## config.mk

```make
export PLATFORM = sky130hd
export DESIGN_NAME = ascii_to_game_charset_encoder_top
export DESIGN_NICKNAME = d
export VERILOG_FILES = /design/src/hdl/a2g_pkg.sv /design/src/hdl/a2g_cfg.sv /design/src/hdl/a2g_core.sv /design/src/hdl/a2g_fifo.sv /design/src/hdl/ascii_to_game_charset_encoder_top.sv
export SDC_FILE = /design/constraint.sdc
export NUM_CORES = 1
export LEC_CHECK = 0
export ABC_AREA = 1
export ABC_CLOCK_PERIOD_IN_PS = 22600
export BUFFER_PORTS_ARGS = -buffer_cell sky130_fd_sc_hd__buf_4
export CORE_MARGIN = 5
export CORE_UTILIZATION = 47
export DETAILED_ROUTE_END_ITERATION = 12
export PLACE_DENSITY = 0.7
export SLEW_MARGIN = 20
export SYNTH_ARGS = -nofsm -noshare
export SYNTH_HDL_FRONTEND = slang
export SYNTH_HIERARCHICAL = 1
export SYNTH_SLANG_ARGS = --single-unit
```

## constraint.sdc

```tcl
create_clock -name clk -period 22.6 [get_ports clk]
set_clock_uncertainty 0.1 [all_clocks]
set_input_delay 2.26 -clock clk [delete_from_list [all_inputs] [get_ports clk]]
set_output_delay 2.26 -clock clk [all_outputs]
set_load 0.1 [all_outputs]
```

## src/hdl/a2g_pkg.sv

```systemverilog
// types, token table and match function of the game charset encoder
`default_nettype none

package a2g_pkg;

  localparam int unsigned FIFO_DEPTH = 4;
  localparam int unsigned MAX_RES    = 3;
  localparam int unsigned APB_ADDR_W = 3;
  localparam int unsigned APB_DATA_W = 32;

  localparam logic CFG_IDX_MENU_ONLY = 1'b0;

  localparam logic [7:0] NO_MATCH_CODE = 8'h9E;
  localparam logic [7:0] TERM_CODE     = 8'hFF;

  localparam logic [7:0] CH_DIGIT_LO = 8'h30;
  localparam logic [7:0] CH_DIGIT_HI = 8'h39;
  localparam logic [7:0] CH_UPPER_LO = 8'h41;
  localparam logic [7:0] CH_UPPER_HI = 8'h5A;
  localparam logic [7:0] CH_LOWER_LO = 8'h61;
  localparam logic [7:0] CH_LOWER_HI = 8'h7A;
  localparam logic [7:0] UPPER_OFS   = 8'h37;
  localparam logic [7:0] LOWER_OFS   = 8'h3D;

  typedef struct packed {
    logic [7:0] code;
    logic       string_end;
  } res_t;

  typedef struct packed {
    logic [1:0]              cnt;
    res_t [MAX_RES-1:0]      item;
  } push_t;

  typedef struct packed {
    logic [7:0] b0;
    logic [7:0] b1;
    logic [7:0] b2;
    logic [1:0] len;
    logic [7:0] code;
    logic       menu;
  } tok_t;

  typedef struct packed {
    logic       decided;
    logic [7:0] code;
    logic [1:0] len;
  } match_t;

  localparam int unsigned TOK_COUNT = 37;

  // digits and letters are not in the table; they are handled by range before it
  localparam tok_t TOK_TABLE [TOK_COUNT] = '{
    '{8'h3A, 8'h00, 8'h00, 2'd1, 8'hE6, 1'b0},
    '{8'h29, 8'h28, 8'h00, 2'd2, 8'hE2, 1'b0},
    '{8'h3C, 8'h3C, 8'h00, 2'd2, 8'hF5, 1'b0},
    '{8'h3E, 8'h3E, 8'h00, 2'd2, 8'hF6, 1'b0},
    '{8'h27, 8'h00, 8'h00, 2'd1, 8'h3E, 1'b1},
    '{8'h2E, 8'h00, 8'h00, 2'd1, 8'h3F, 1'b1},
    '{8'h2C, 8'h00, 8'h00, 2'd1, 8'h6F, 1'b1},
    '{8'h20, 8'h00, 8'h00, 2'd1, 8'h9E, 1'b1},
    '{8'h2D, 8'h00, 8'h00, 2'd1, 8'h9F, 1'b1},
    '{8'h28, 8'h00, 8'h00, 2'd1, 8'hE1, 1'b0},
    '{8'h29, 8'h00, 8'h00, 2'd1, 8'hE3, 1'b0},
    '{8'h26, 8'h00, 8'h00, 2'd1, 8'hE5, 1'b1},
    '{8'h21, 8'h00, 8'h00, 2'd1, 8'hF2, 1'b1},
    '{8'h25, 8'h00, 8'h00, 2'd1, 8'hF3, 1'b0},
    '{8'h3F, 8'h00, 8'h00, 2'd1, 8'hF4, 1'b1},
    '{8'h7E, 8'h00, 8'h00, 2'd1, 8'hF7, 1'b0},
    '{8'h2F, 8'h00, 8'h00, 2'd1, 8'hD0, 1'b0},
    '{8'h74, 8'h68, 8'h65, 2'd3, 8'hD1, 1'b0},
    '{8'h79, 8'h6F, 8'h75, 2'd3, 8'hD2, 1'b0},
    '{8'h5B, 8'h25, 8'h5D, 2'd3, 8'hE0, 1'b0},
    '{8'h5B, 8'h41, 8'h5D, 2'd3, 8'h54, 1'b0},
    '{8'h5B, 8'h42, 8'h5D, 2'd3, 8'h55, 1'b0},
    '{8'h5B, 8'h43, 8'h5D, 2'd3, 8'h56, 1'b0},
    '{8'h5B, 8'h5A, 8'h5D, 2'd3, 8'h57, 1'b0},
    '{8'h5B, 8'h52, 8'h5D, 2'd3, 8'h58, 1'b0},
    '{8'h2B, 8'h00, 8'h00, 2'd1, 8'hE4, 1'b0},
    '{8'h5E, 8'h00, 8'h00, 2'd1, 8'h50, 1'b0},
    '{8'h7C, 8'h00, 8'h00, 2'd1, 8'h51, 1'b0},
    '{8'h3C, 8'h00, 8'h00, 2'd1, 8'h52, 1'b0},
    '{8'h3E, 8'h00, 8'h00, 2'd1, 8'h53, 1'b0},
    '{8'h24, 8'h00, 8'h00, 2'd1, 8'hF9, 1'b1},
    '{8'hE2, 8'h98, 8'h85, 2'd3, 8'hFA, 1'b1},
    '{8'h40, 8'h00, 8'h00, 2'd1, 8'hFA, 1'b1},
    '{8'h2A, 8'h00, 8'h00, 2'd1, 8'hFB, 1'b1},
    '{8'hE2, 8'h80, 8'hA2, 2'd3, 8'hFC, 1'b0},
    '{8'h3D, 8'h00, 8'h00, 2'd1, 8'hFD, 1'b0},
    '{8'h0A, 8'h00, 8'h00, 2'd1, 8'hFE, 1'b1}
  };

  function automatic logic prefix_eq(tok_t t, logic [7:0] w0, logic [7:0] w1,
                                     logic [7:0] w2, logic [1:0] l);
    return (w0 == t.b0) && ((l < 2'd2) || (w1 == t.b1)) && ((l < 2'd3) || (w2 == t.b2));
  endfunction

  // first match in table order; undecided when a longer token may still win
  function automatic match_t match_head(logic [7:0] w0, logic [7:0] w1, logic [7:0] w2,
                                        logic [1:0] avail, logic fin, logic menu);
    match_t m;
    logic   done;
    m.decided = 1'b1;
    m.code    = NO_MATCH_CODE;
    m.len     = 2'd1;
    done      = 1'b0;
    if (w0 >= CH_DIGIT_LO && w0 <= CH_DIGIT_HI) begin
      m.code = w0 - CH_DIGIT_LO;
      done   = 1'b1;
    end else if (w0 >= CH_UPPER_LO && w0 <= CH_UPPER_HI) begin
      m.code = w0 - UPPER_OFS;
      done   = 1'b1;
    end else if (!menu && w0 >= CH_LOWER_LO && w0 <= CH_LOWER_HI) begin
      m.code = w0 - LOWER_OFS;
      done   = 1'b1;
    end
    for (int i = 0; i < TOK_COUNT; i++) begin
      if (!done && !(menu && !TOK_TABLE[i].menu)) begin
        if (TOK_TABLE[i].len <= avail) begin
          if (prefix_eq(TOK_TABLE[i], w0, w1, w2, TOK_TABLE[i].len)) begin
            m.code = TOK_TABLE[i].code;
            m.len  = TOK_TABLE[i].len;
            done   = 1'b1;
          end
        end else if (!fin && prefix_eq(TOK_TABLE[i], w0, w1, w2, avail)) begin
          m.decided = 1'b0;
          done      = 1'b1;
        end
      end
    end
    return m;
  endfunction

endpackage

`default_nettype wire

```

## src/hdl/a2g_cfg.sv

```systemverilog
// configuration register block on the apb port
`default_nettype none

module a2g_cfg (
  input  wire logic                              clk,
  input  wire logic                              rst,
  input  wire logic                              psel,
  input  wire logic                              penable,
  input  wire logic                              pwrite,
  input  wire logic [a2g_pkg::APB_ADDR_W-1:0]    paddr,
  input  wire logic [a2g_pkg::APB_DATA_W-1:0]    pwdata,
  output logic      [a2g_pkg::APB_DATA_W-1:0]    prdata,
  output logic                                   pready,
  output logic                                   menu_only
);

  logic wr_en;
  logic reg_idx;

  assign pready  = 1'b1;
  assign reg_idx = paddr[a2g_pkg::APB_ADDR_W-1];
  assign wr_en   = psel && penable && pwrite && (reg_idx == a2g_pkg::CFG_IDX_MENU_ONLY);

  always_ff @(posedge clk) begin
    if (rst) begin
      menu_only <= 1'b0;
    end else if (wr_en) begin
      menu_only <= pwdata[0];
    end
  end

  always_comb begin
    prdata = '0;
    if (reg_idx == a2g_pkg::CFG_IDX_MENU_ONLY) begin
      prdata[0] = menu_only;
    end
  end

endmodule

`default_nettype wire

```

## src/hdl/a2g_core.sv

```systemverilog
// input register, token matching and held-byte state
`default_nettype none

module a2g_core (
  input  wire logic          clk,
  input  wire logic          rst,
  input  wire logic          in_valid,
  output logic               in_stall,
  input  wire logic [7:0]    in_byte,
  input  wire logic          menu_only,
  input  wire logic          room,
  output a2g_pkg::push_t     push
);

  logic                 stage_valid;
  logic                 stage_valid_next;
  logic [7:0]           stage_byte;
  logic [1:0]           pending_count;
  logic [1:0]           pending_count_next;
  logic [7:0]           pending_bytes [2];
  logic [7:0]           pend0_next;
  logic [7:0]           pend1_next;

  logic                 load;
  logic                 process;
  logic                 fin;
  logic [7:0]           w0, w1, w2;
  logic [1:0]           n;
  a2g_pkg::match_t      m0, m1, m2, mt;
  logic [1:0]           pos;
  logic [1:0]           cnt;
  logic                 stop;
  a2g_pkg::res_t [a2g_pkg::MAX_RES-1:0] items;

  assign process  = stage_valid && room;
  assign in_stall = stage_valid && !room;
  assign load     = in_valid && !in_stall;
  assign fin      = (stage_byte == 8'h00);

  always_comb begin
    case (pending_count)
      2'd0: begin
        w0 = stage_byte;
        w1 = stage_byte;
        w2 = stage_byte;
      end
      2'd1: begin
        w0 = pending_bytes[0];
        w1 = stage_byte;
        w2 = stage_byte;
      end
      default: begin
        w0 = pending_bytes[0];
        w1 = pending_bytes[1];
        w2 = stage_byte;
      end
    endcase
  end

  assign n  = pending_count + {1'b0, !fin};
  assign m0 = a2g_pkg::match_head(w0, w1, w2, n, fin, menu_only);
  assign m1 = a2g_pkg::match_head(w1, w2, w2, n - 2'd1, fin, menu_only);
  assign m2 = a2g_pkg::match_head(w2, w2, w2, n - 2'd2, fin, menu_only);

  // walk the window: at most three tokens per byte
  always_comb begin
    pos   = 2'd0;
    cnt   = 2'd0;
    stop  = 1'b0;
    mt    = m0;
    items = '0;
    for (int s = 0; s < a2g_pkg::MAX_RES; s++) begin
      if (!stop && pos < n) begin
        case (pos)
          2'd0:    mt = m0;
          2'd1:    mt = m1;
          default: mt = m2;
        endcase
        if (mt.decided) begin
          items[cnt].code       = mt.code;
          items[cnt].string_end = 1'b0;
          cnt = cnt + 2'd1;
          pos = pos + mt.len;
        end else begin
          stop = 1'b1;
        end
      end
    end
    if (fin) begin
      items[cnt].code       = a2g_pkg::TERM_CODE;
      items[cnt].string_end = 1'b1;
      cnt = cnt + 2'd1;
    end
  end

  always_comb begin
    push.item = items;
    push.cnt  = process ? cnt : 2'd0;
  end

  always_comb begin
    pending_count_next = pending_count;
    pend0_next         = pending_bytes[0];
    pend1_next         = pending_bytes[1];
    if (process) begin
      pending_count_next = fin ? 2'd0 : (n - pos);
      case (pos)
        2'd0: begin
          pend0_next = w0;
          pend1_next = w1;
        end
        2'd1: begin
          pend0_next = w1;
          pend1_next = w2;
        end
        default: begin
          pend0_next = w2;
          pend1_next = w2;
        end
      endcase
    end
  end

  always_comb begin
    stage_valid_next = stage_valid;
    if (load) begin
      stage_valid_next = 1'b1;
    end else if (process) begin
      stage_valid_next = 1'b0;
    end
  end

  always_ff @(posedge clk) begin
    if (rst) begin
      stage_valid   <= 1'b0;
      pending_count <= 2'd0;
    end else begin
      stage_valid   <= stage_valid_next;
      pending_count <= pending_count_next;
    end
  end

  always_ff @(posedge clk) begin
    if (load) begin
      stage_byte <= in_byte;
    end
    pending_bytes[0] <= pend0_next;
    pending_bytes[1] <= pend1_next;
  end

  a_pend_max: assert property (@(posedge clk) disable iff (rst)
    pending_count != 2'd3)
    else $error("held byte count out of range");

  a_fin_flush: assert property (@(posedge clk) disable iff (rst)
    process && fin |=> pending_count == 2'd0)
    else $error("terminator left bytes held");

  a_fin_push: assert property (@(posedge clk) disable iff (rst)
    process && fin |-> push.cnt != 2'd0)
    else $error("terminator gave no result");

endmodule

`default_nettype wire

```

## src/hdl/a2g_fifo.sv

```systemverilog
// result queue taking up to three beats per cycle and giving one while out_stall is low
`default_nettype none

module a2g_fifo #(
  parameter int unsigned DEPTH = a2g_pkg::FIFO_DEPTH
) (
  input  wire logic            clk,
  input  wire logic            rst,
  input  wire a2g_pkg::push_t  push,
  output logic                 room,
  output logic                 out_valid,
  input  wire logic            out_stall,
  output logic [7:0]           code,
  output logic                 string_end
);

  localparam int unsigned PTR_W = $clog2(DEPTH);
  localparam int unsigned CNT_W = $clog2(DEPTH + 1);

  a2g_pkg::res_t     entries [DEPTH];
  logic [PTR_W-1:0]  rd_ptr;
  logic [PTR_W-1:0]  rd_ptr_next;
  logic [PTR_W-1:0]  wr_ptr;
  logic [PTR_W-1:0]  wr_ptr_next;
  logic [CNT_W-1:0]  count;
  logic [CNT_W-1:0]  count_next;
  logic              pop;

  function automatic logic [PTR_W-1:0] ptr_add(logic [PTR_W-1:0] p, logic [1:0] k);
    logic [PTR_W:0] s;
    s = {1'b0, p} + (PTR_W + 1)'(k);
    if (s >= (PTR_W + 1)'(DEPTH)) begin
      s = s - (PTR_W + 1)'(DEPTH);
    end
    return s[PTR_W-1:0];
  endfunction

  assign out_valid  = (count != '0);
  assign pop        = out_valid && !out_stall;
  assign room       = (count <= CNT_W'(DEPTH - a2g_pkg::MAX_RES));
  assign code       = entries[rd_ptr].code;
  assign string_end = entries[rd_ptr].string_end;

  always_comb begin
    wr_ptr_next = ptr_add(wr_ptr, push.cnt);
    rd_ptr_next = pop ? ptr_add(rd_ptr, 2'd1) : rd_ptr;
    count_next  = count + CNT_W'(push.cnt) - CNT_W'(pop);
  end

  always_ff @(posedge clk) begin
    if (rst) begin
      rd_ptr <= '0;
      wr_ptr <= '0;
      count  <= '0;
    end else begin
      rd_ptr <= rd_ptr_next;
      wr_ptr <= wr_ptr_next;
      count  <= count_next;
    end
  end

  always_ff @(posedge clk) begin
    for (int j = 0; j < a2g_pkg::MAX_RES; j++) begin
      if (2'(j) < push.cnt) begin
        entries[ptr_add(wr_ptr, 2'(j))] <= push.item[j];
      end
    end
  end

  a_no_overflow: assert property (@(posedge clk) disable iff (rst)
    count <= CNT_W'(DEPTH))
    else $error("result queue overflow");

  a_push_room: assert property (@(posedge clk) disable iff (rst)
    push.cnt != 2'd0 |-> room)
    else $error("push without room");

endmodule

`default_nettype wire

```

## src/hdl/ascii_to_game_charset_encoder_top.sv

```systemverilog
// top level of the ascii / utf-8 to game charset encoder
//
// input channel: one text byte per beat on in_byte, taken when in_valid is
// high and in_stall is low; a zero byte ends the string
// output channel: one game code per beat on code, string_end marks the 0xff
// terminator, taken when out_valid is high and out_stall is low
// a byte gives zero to three result beats; bytes that may start a longer
// token are held until later bytes decide the match
// a byte's results pass the input register and then the result queue
// throughput: one byte per cycle while each byte gives at most one result
// and the receiver does not stall; the output port moves one beat per cycle,
// and the queue must have room for three beats before a byte is matched
// menu_only is written over apb (address 0, bit 0); the user writes it only
// while the block is idle, which the block itself does not enforce
// reset clears held bytes, the queue and menu_only; no clearing pass
// when the receiver stalls, the queue fills and in_stall rises
`default_nettype none

module ascii_to_game_charset_encoder_top #(
  parameter int unsigned FIFO_DEPTH = a2g_pkg::FIFO_DEPTH
) (
  input  wire logic                              clk,
  input  wire logic                              rst,
  input  wire logic                              psel,
  input  wire logic                              penable,
  input  wire logic                              pwrite,
  input  wire logic [a2g_pkg::APB_ADDR_W-1:0]    paddr,
  input  wire logic [a2g_pkg::APB_DATA_W-1:0]    pwdata,
  output logic      [a2g_pkg::APB_DATA_W-1:0]    prdata,
  output logic                                   pready,
  input  wire logic                              in_valid,
  output logic                                   in_stall,
  input  wire logic [7:0]                        in_byte,
  output logic                                   out_valid,
  input  wire logic                              out_stall,
  output logic [7:0]                             code,
  output logic                                   string_end
);

  logic            menu_only;
  logic            room;
  a2g_pkg::push_t  push;

  a2g_cfg u_cfg (
    .clk       (clk),
    .rst       (rst),
    .psel      (psel),
    .penable   (penable),
    .pwrite    (pwrite),
    .paddr     (paddr),
    .pwdata    (pwdata),
    .prdata    (prdata),
    .pready    (pready),
    .menu_only (menu_only)
  );

  a2g_core u_core (
    .clk       (clk),
    .rst       (rst),
    .in_valid  (in_valid),
    .in_stall  (in_stall),
    .in_byte   (in_byte),
    .menu_only (menu_only),
    .room      (room),
    .push      (push)
  );

  a2g_fifo #(
    .DEPTH (FIFO_DEPTH)
  ) u_fifo (
    .clk        (clk),
    .rst        (rst),
    .push       (push),
    .room       (room),
    .out_valid  (out_valid),
    .out_stall  (out_stall),
    .code       (code),
    .string_end (string_end)
  );

endmodule

`default_nettype wire

```

* Yosys cells after proc, flatten, opt, wreduce, memory -nomap -nowiden
Memories as Yosys holds them, arrays and structs flattened. A register that Yosys moved wholly into a read port is not among the register bits. Cells that the tools add are included.
Word-level totals: bits in latches 0, bits in writable memories 52, input bits 50, ROM bits 0, logic and storage cells 1924, output and inout bits 44, memories kept 2, flip-flop bits (word level) 19
Operators by class: bitwise operators 1, $add $sub $neg 29, reduce and logical (&&, ||, !) cells 644, order comparisons 51, equality and inequality tests 111, multiply operators 0, multiplexer cells 1079, div/mod/pow operators 0, shift operators 0
Memories:
- u_fifo.entries | words 4, bits a word 9, rd ports 1, clocked after Yosys merged registers in 1, write ports 3, line a2g_fifo.sv:20 | a2g_pkg::res_t entries [DEPTH];
- u_core.pending_bytes | words 2, bits a word 8, rd ports 2, clocked after Yosys merged registers in 0, write ports 2, line a2g_core.sv:20 | logic [7:0] pending_bytes [2];
Operators by type and width (count):
- $mux W10 | 222
- $mux W11 | 114
- $mux W1 | 680
- $logic_and A1 B1 Y1 | 496
- $eq A8 B6 Y1 const B | 57
- $eq A8 B7 Y1 const B | 38
- $bwmux W27 | 6
- $mux W27 | 5
- $mux W8 | 14
- $demux W9 S2 | 6
- $logic_not A1 Y1 | 79
- $eq A8 B8 Y1 const B | 9
- $sub A8 B6 Y8 const B | 9
- $logic_or A1 B1 Y1 | 60
- $ge A8 B7 Y1 const B | 6
- $le A8 B7 Y1 const B | 6
- $mux W2 | 24
- $mux W9 | 5
- $pmux W11 S2 | 2
- $eq A8 B4 Y1 const B | 3
- $ge A8 B6 Y1 const B | 3
- $le A8 B6 Y1 const B | 3
- $logic_not A8 Y1 | 2
- $pmux W8 S2 | 1
- 28 further kinds | 65

* Logic depth before layout (Yosys ltp)
Gate-level depths: netlist of run 1.
depth after elaboration 140, depth in mapped cells 81, depth with buffers taken out 77

* Cells and area by module
Netlist of run 1, hierarchy kept.
By module, submodules not included:
- a2g_core | area each 10124.7 um^2, sequential area each 780.7 um^2, times used 1, cells each 1898
- a2g_fifo | area each 2932.8 um^2, sequential area each 1261.2 um^2, times used 1, cells each 381
- a2g_cfg | area each 317.8 um^2, sequential area each 20.0 um^2, times used 1, cells each 47

* Worst setup path before layout of run 1
Ideal clock, no wire load.
path type flip-flop to flip-flop, from register u_core.stage_byte[1], to memory u_fifo/entries[3][0] (netlist bit), enable pin, cell stages (with the launch flop) 69, arrival time 9940 ps, data required time 22113 ps, buffers on the path 4, slack 12172 ps, cell sequence edfxtp_1 inv_1 ha_1 inv_1 nor2_2 nand2_2 ha_1 or2_2 nand2_1 clkbuf_1 ha_1 clkinv_1 nand2_1 nor2_1 nand3_1 nand2_1 nand2_1 nand4_1 (+33 left out) ha_1 inv_1 nand2_1 a31oi_1 nand3_1 nor2_4 inv_2 nand2_1 o21a_1 inv_1 ha_1 a21oi_1 o21ai_0 inv_1 buf_4 buf_2 a21oi_1 o21ai_0
RTL lines:
- start, declared | line a2g_core.sv:17 | logic [7:0] stage_byte;
- start signal, assigned | line a2g_core.sv:145 | stage_byte <= in_byte;
- end, declared | line a2g_fifo.sv:20

==> results of run 1 <==
-- area by class of cell --
class | count | area, µm² | share of cell area (%)
well taps | 378 | 473 | 3.39
clock inverters | 7 | 62.6 | 0.448
inverters | 387 | 1460 | 10.5
clock buffers | 9 | 225 | 1.61
repair buffers | 47 | 353 | 2.53
multi-input cells | 1794 | 9330 | 66.8
flip-flops and latches | 73 | 2060 | 14.8
-- through the flow --
stage,area (µm²),cells
2_1_floorplan,13500,2356
3_3_place_gp,13700,2679
3_5_place_dp,13700,2679
4_1_cts,14000,2695
5_1_grt,14000,2695
6_report,14000,2695
-- kinds of logic (layout without fill, tap and decap cells) --
group                      Yosys count  count (layout)  share of synthesized area (%)
AOI/OAI and AO/OA                  345             345                           16.5
xor gates and xnor gates            13              13                          0.851
adders and majority gates           50              50                           4.73
buffers and inverters              489             450                           15.7
DFF                                 73              73                           15.4
other                                2              32                         0.0561
and+or+nand+nor                   1354            1354                           46.7
-- worst min-delay path by stage --
stage                     startpoint          endpoint  slack, ns  cells past startpoint
finish              u_fifo/rd_ptr[0]  u_fifo/rd_ptr[0]       0.39                      2
global route        u_fifo/rd_ptr[0]  u_fifo/rd_ptr[0]       0.45                      2
CTS                 u_fifo/rd_ptr[0]  u_fifo/rd_ptr[0]       0.40                      2
detailed placement  u_fifo/rd_ptr[0]  u_fifo/rd_ptr[0]       0.39                      2
global placement    u_fifo/rd_ptr[0]  u_fifo/rd_ptr[0]       0.36                      2
floorplan           u_fifo/rd_ptr[0]          register       0.35                      2
-- sequential cells by signal, summed over array words and instances, names as in the netlist, named ones only --
register / cells
u_core/stage_valid: 1
u_fifo/rd_ptr: 2
u_cfg/menu_only: 1
u_fifo/count: 3
u_fifo/wr_ptr: 2
u_core/pending_count: 2
u_core/stage_byte: 8
u_fifo/entries: 36
u_core/pending_bytes: 16
-- worst max-delay path, delay by kind of cell, from the launching register on --
family,cells,cell delay [ns]
simple gates,31,5.19
buf+inv,17,3.51
flops,1,0.62
compound gates,14,2.42
fa+ha+maj,8,2.30
-- cell usage in the layout, fill, tap and decap left out, types with 15 or more instances in the layout --
cell type	count
o21ai_0	99
nand4_1	74
nand2_2	28
nand2_1	529
buf_4	47
inv_1	357
nor4_1	43
nor2_2	23
o22ai_1	15
o211ai_1	21
nor2_1	318
conb_1	32
nand3_1	184
a21oi_1	73
inv_2	22
edfxtp_1	60
nor3_1	91
ha_1	49
o21ai_1	20
nand3_2	18
-- routing by layer --
metal | wire, µm | vias to the layer above
met5 | 8 | -
met4 | 2210 | 2
met3 | 4840 | 144
met2 | 22000 | 908
met1 | 21200 | 7282
li1 | - | 7643
==> metrics.cfg, run 1 <==
[run_status]
status = complete, no violations

[die]
fp.coreArea_um2 = 27900
die_h_um = 179
die-area_um2 = 31900
die_width_um = 179
io_pins = 94
start_util_pct = 47.9
rows = 61

[worst_setup_path]
cp-endpoint = u_fifo/count[2]
arrival_ns = 14.49
r2r-start = u_core/stage_byte[0]
crit_top_cell = inv_1
cp-start-kind = register
crit_fanout = 36
setup.worst_path.start = u_core/stage_byte[0]
crit_required_ns = 22.74
crit_type = reg -> reg
reg2reg_depth = 70
critPathSlowestCell = clkinv_1
endpoint_kind = register
r2r-end = u_fifo/count[2]
r2r_slack_ns = 8.25
critPathMaxStageDelay_ns = 0.67

[logic_synthesis]
synthTopCellsByCount = nand2_1, inv_1, nor2_1
ys_types = 73
synth_async_sr_flop_share_pct = 0
synth_most_common_cell = nand2_1
ys_ff_latch = 73
synth_edf_count = 60
syn_inst = 2326
syn_area_um2 = 13400
synth_top_area_cell = nand2_1
yosysWarnings = 6
yosysTopAreaCellShare_pct = 14.8
synth_seq_area_share_pct = 15.4
syn_avg_cell_area_um2 = 5.75
synth_ff_type = edfxtp_1
yosys-top-cells-area = nand2_1, edfxtp_1, inv_1

[worst_hold_path]
hp-class = reg -> reg

[run]
drv_cap = 0

[cells_and_area]
nets = 2412
n_fill_cell = 3061
diodes = 0
drive_above_1_share_pct = 9.28
syn2layout_area_growth_pct = 4.41
final_core_util_pct = 50.0

[sta]
drv_slew = 0
setup_ws_ns = 8.25
fin_tns_setup_ns = 0
hold_ws_ns = 0.391
period_share_pct = 63.5
slew_headroom_pct = 30.2
hold_violations = 0
rsz0062_at_grt = no
max_freq_ghz = 0.0697
tightest_slew_ns = 1.04
final-setup-viol-count = 0
fin_crit_ns = 14.35

[cts]
cts_tree = done
post_cts_buffers = 0
ctsHoldBuffers = 0
clk_pin_slew_worst_paths_ns = 0.06
clock-root-buffer = clkbuf_16
cts_made_buffers = 9
ctsLongestPathBuffers = 2
clk_latency_ns = 0.35
cts_resized = 0
clock_sinks = 73
cts_max_level = 3

[detailed_routing]
drtIter0Drc = 2083
first_pass_iters = 7
detail_route.wl_per_cell_um = 18.7
post_drt_via_cell_ratio = 5.93
wirelength_um = 50300
drc = 0
postRouteAntennaNets = 0
num_vias = 16000

[global_route]
grt_util_met1_pct = 42.5
use_met2_pct = 49.2
grt_busiest_layer = met2
grt.met3_usage_pct = 4.91
grt_pass1_vias = 14600
grt.total_usage_pct = 31.1
overflow = 0
grt_max_degree = 45
antenna_found_initial = 1
grt_pass1_wl_um = 79100

[place]
place_hpwl_um = 39600
place_ws_ns = 8.61
routabilityCongestion = 1.07
io_buffers = 28

Power of run 1 is not shown: default switching activity piles up to over one toggle a cycle in this logic, so the estimate is an artifact.
==> run 2: changes to the inputs <==
Settings changed: ABC_CLOCK_PERIOD_IN_PS 22600 to 12200, PLACE_DENSITY 0.7 to 0.72.
Clock period 22.6 ns to 12.2 ns, I/O delays scaled along.
==> run 2 against run 1 <==
Worst setup slack worse by 7.2 ns. Via count up 0.63%. Count of clock-buffer cells in the layout unchanged. Design area up 1.7%. Critical path depth unchanged. Non-clock buffer count up 31. Register-to-register slack worse by 7.2 ns. Wire length up 0.64%.
==> metrics.cfg, run 2 (synthesis gave the netlist of run 1 again) <==
[sta]
final-setup-viol-count = 0  ; unchanged
hold_violations = 0  ; unchanged
slew_headroom_pct = 34.6  ; was 30.2%
drv_slew = 0  ; unchanged
rsz0062_at_grt = no  ; unchanged
period_share_pct = 91.3  ; was 63.5%
fin_crit_ns = 11.14  ; was 14.35 ns
fin_tns_setup_ns = 0  ; unchanged
tightest_slew_ns = 0.956  ; was 1.04 ns
max_freq_ghz = 0.0898  ; was 0.0697 GHz

[global_route]
grt_pass1_vias = 14600  ; about the same
grt_max_degree = 41  ; was 45
overflow = 0  ; unchanged
grt_pass1_wl_um = 79200  ; was 79100 µm
grt.total_usage_pct = 31.2  ; was 31.1%
antenna_found_initial = 0  ; was 1

[cells_and_area]
syn2layout_area_growth_pct = 6.20  ; was 4.41%
diodes = 0  ; unchanged
layout_common_cells = nand2_1, inv_1, nor2_1  ; unchanged
largest-register = u_fifo/entries  ; unchanged
nets = 2443  ; was 2412
n_fill_cell = 3011  ; was 3061
top_regs = u_fifo/entries x36, u_core/pending_bytes x16, u_core/stage_byte x8  ; unchanged
layout_commonest_cell = nand2_1  ; unchanged
drive_above_1_share_pct = 10.6  ; was 9.28%
largest_register_ffs = 36  ; unchanged

[die]
fp.coreArea_um2 = 27900  ; unchanged
die_h_um = 179  ; unchanged
io_pins = 94  ; unchanged
rows = 61  ; unchanged
die_width_um = 179  ; unchanged
die-area_um2 = 31900  ; unchanged
start_util_pct = 47.9  ; unchanged

[worst_setup_path]
crit_top_cell = nand2_1  ; was inv_1
crit_fanout = 9  ; was 36
crit_required_ns = 12.35  ; was 22.74 ns
r2r-end = u_fifo/count[2]  ; unchanged
r2r-start = u_core/stage_byte[0]  ; unchanged
critPathMaxStageDelay_ns = 0.40  ; was 0.67 ns
r2r_slack_ns = 1.06  ; was 8.25 ns
reg2reg_depth = 70  ; unchanged
endpoint_kind = register  ; unchanged
crit_type = reg -> reg  ; unchanged
cp-start-kind = register  ; unchanged
critPathSlowestCell = edfxtp_1  ; was clkinv_1
arrival_ns = 11.28  ; was 14.49 ns

[run_status]
status = complete, no violations  ; unchanged

[detailed_routing]
detail_route.wl_per_cell_um = 18.6  ; was 18.7 µm
drc = 0  ; unchanged
postRouteAntennaNets = 0  ; unchanged
drtIter0Drc = 2178  ; was 2083
wirelength_um = 50600  ; was 50300 µm
num_vias = 16100  ; was 16000
post_drt_via_cell_ratio = 5.90  ; was 5.93
first_pass_iters = 7  ; unchanged

[cts]
cts_made_buffers = 9  ; unchanged
cts_max_level = 3  ; unchanged
post_cts_buffers = 0  ; unchanged
cts_tree = done  ; unchanged
ctsLongestPathBuffers = 2  ; unchanged
clock-root-buffer = clkbuf_16  ; unchanged
clock_sinks = 73  ; unchanged
clk_pin_slew_worst_paths_ns = 0.06  ; about the same
clk_latency_ns = 0.36  ; was 0.35 ns

[run]
drv_cap = 0  ; unchanged

[worst_hold_path]
hp-class = reg -> reg  ; unchanged
min_from = u_fifo/rd_ptr[0]  ; unchanged
hold_depth = 2  ; unchanged

[place]
place_hpwl_um = 40200  ; was 39600 µm
routabilityCongestion = 1.06  ; was 1.07
io_buffers = 28  ; unchanged

## run 2: changes by cell type in the layout (fill, tap and decap cells not counted)
cell and delta:
buf_4 +30, buf_6 +1, clkinv_1 -1, clkinv_4 -1
clkinvlp_4 +1, inv_1 -1, inv_2 +1, inv_6 +1
## run 2: worst max-delay path by stage
| stage | from | endpoint | slack, ns | cells after the start |
|---|---|---|---|---|
| after floorplan | u_core/stage_byte[1] | u_fifo/entries[3][0] | 1.77 | 68 |
| after global placement | u_core/stage_byte[0] | u_fifo/entries[1][7] | 1.34 | 69 |
| after detailed placement | u_core/stage_byte[0] | u_fifo/entries[1][7] | 1.05 | 69 |
| after CTS | u_core/stage_byte[0] | u_fifo/entries[1][1] | 1.02 | 69 |
| after global routing | u_core/stage_byte[0] | u_fifo/count[2] | 0.05 | 71 |
| final | u_core/stage_byte[0] | u_fifo/count[2] | 1.06 | 70 |
## run 2: timing repair
item | CTS | global route
hold endpoints to repair | 0 | 0
hold buffers | 0 | 0
gates resized for setup | 0 | 3
endpoints found under the setup margin | 0 | 31
## run 2: routing by layer
layer / track usage (%) / routed length [µm] / up-vias
li1: - / - / 7734
met1: 42.8 / 21500 / 7340
met2: 49.4 / 22100 / 863
met3: 4.01 / 4650 / 142
met4: 13.4 / 2340 / 0
met5: 0 / 0 / -
## run 2: cell type report
type / instances / area [µm²] / share of cell area [%]
clock buffers: 9 / 225 / 1.59
well taps: 378 / 473 / 3.33
flip-flops and latches: 73 / 2060 / 14.5
clock inverters: 7 / 62.6 / 0.440
inverters: 387 / 1470 / 10.3
multi-input cells: 1794 / 9330 / 65.7
repair buffers: 78 / 589 / 4.15
## run 2: through the flow
step / utilization [%] / hold slack (ns) / instance area [µm²] / instances / setup slack (ns)
3_5_place_dp: 49.8 / 0.391 / 13900 / 2710 / 1.05
2_1_floorplan: - / 0.348 / 13500 / 2356 / 1.77
4_1_cts: 50.8 / 0.409 / 14200 / 2726 / 1.02
5_1_grt: 50.9 / 0.452 / 14200 / 2726 / 0.0542
3_3_place_gp: 49.8 / 0.363 / 13900 / 2710 / 1.34
6_report: 50.9 / 0.407 / 14200 / 2726 / 1.06
## run 2: critical path, delay by kind of cell, from the launching register on
family	cells	cell delay, ns
and+or+nand+nor	37	5.02
adders and majority gates	8	2.15
AOI/OAI and AO/OA	14	2.33
buffers and inverters	11	1.00
DFF	1	0.40
Power of run 2 is left out for the same reason.
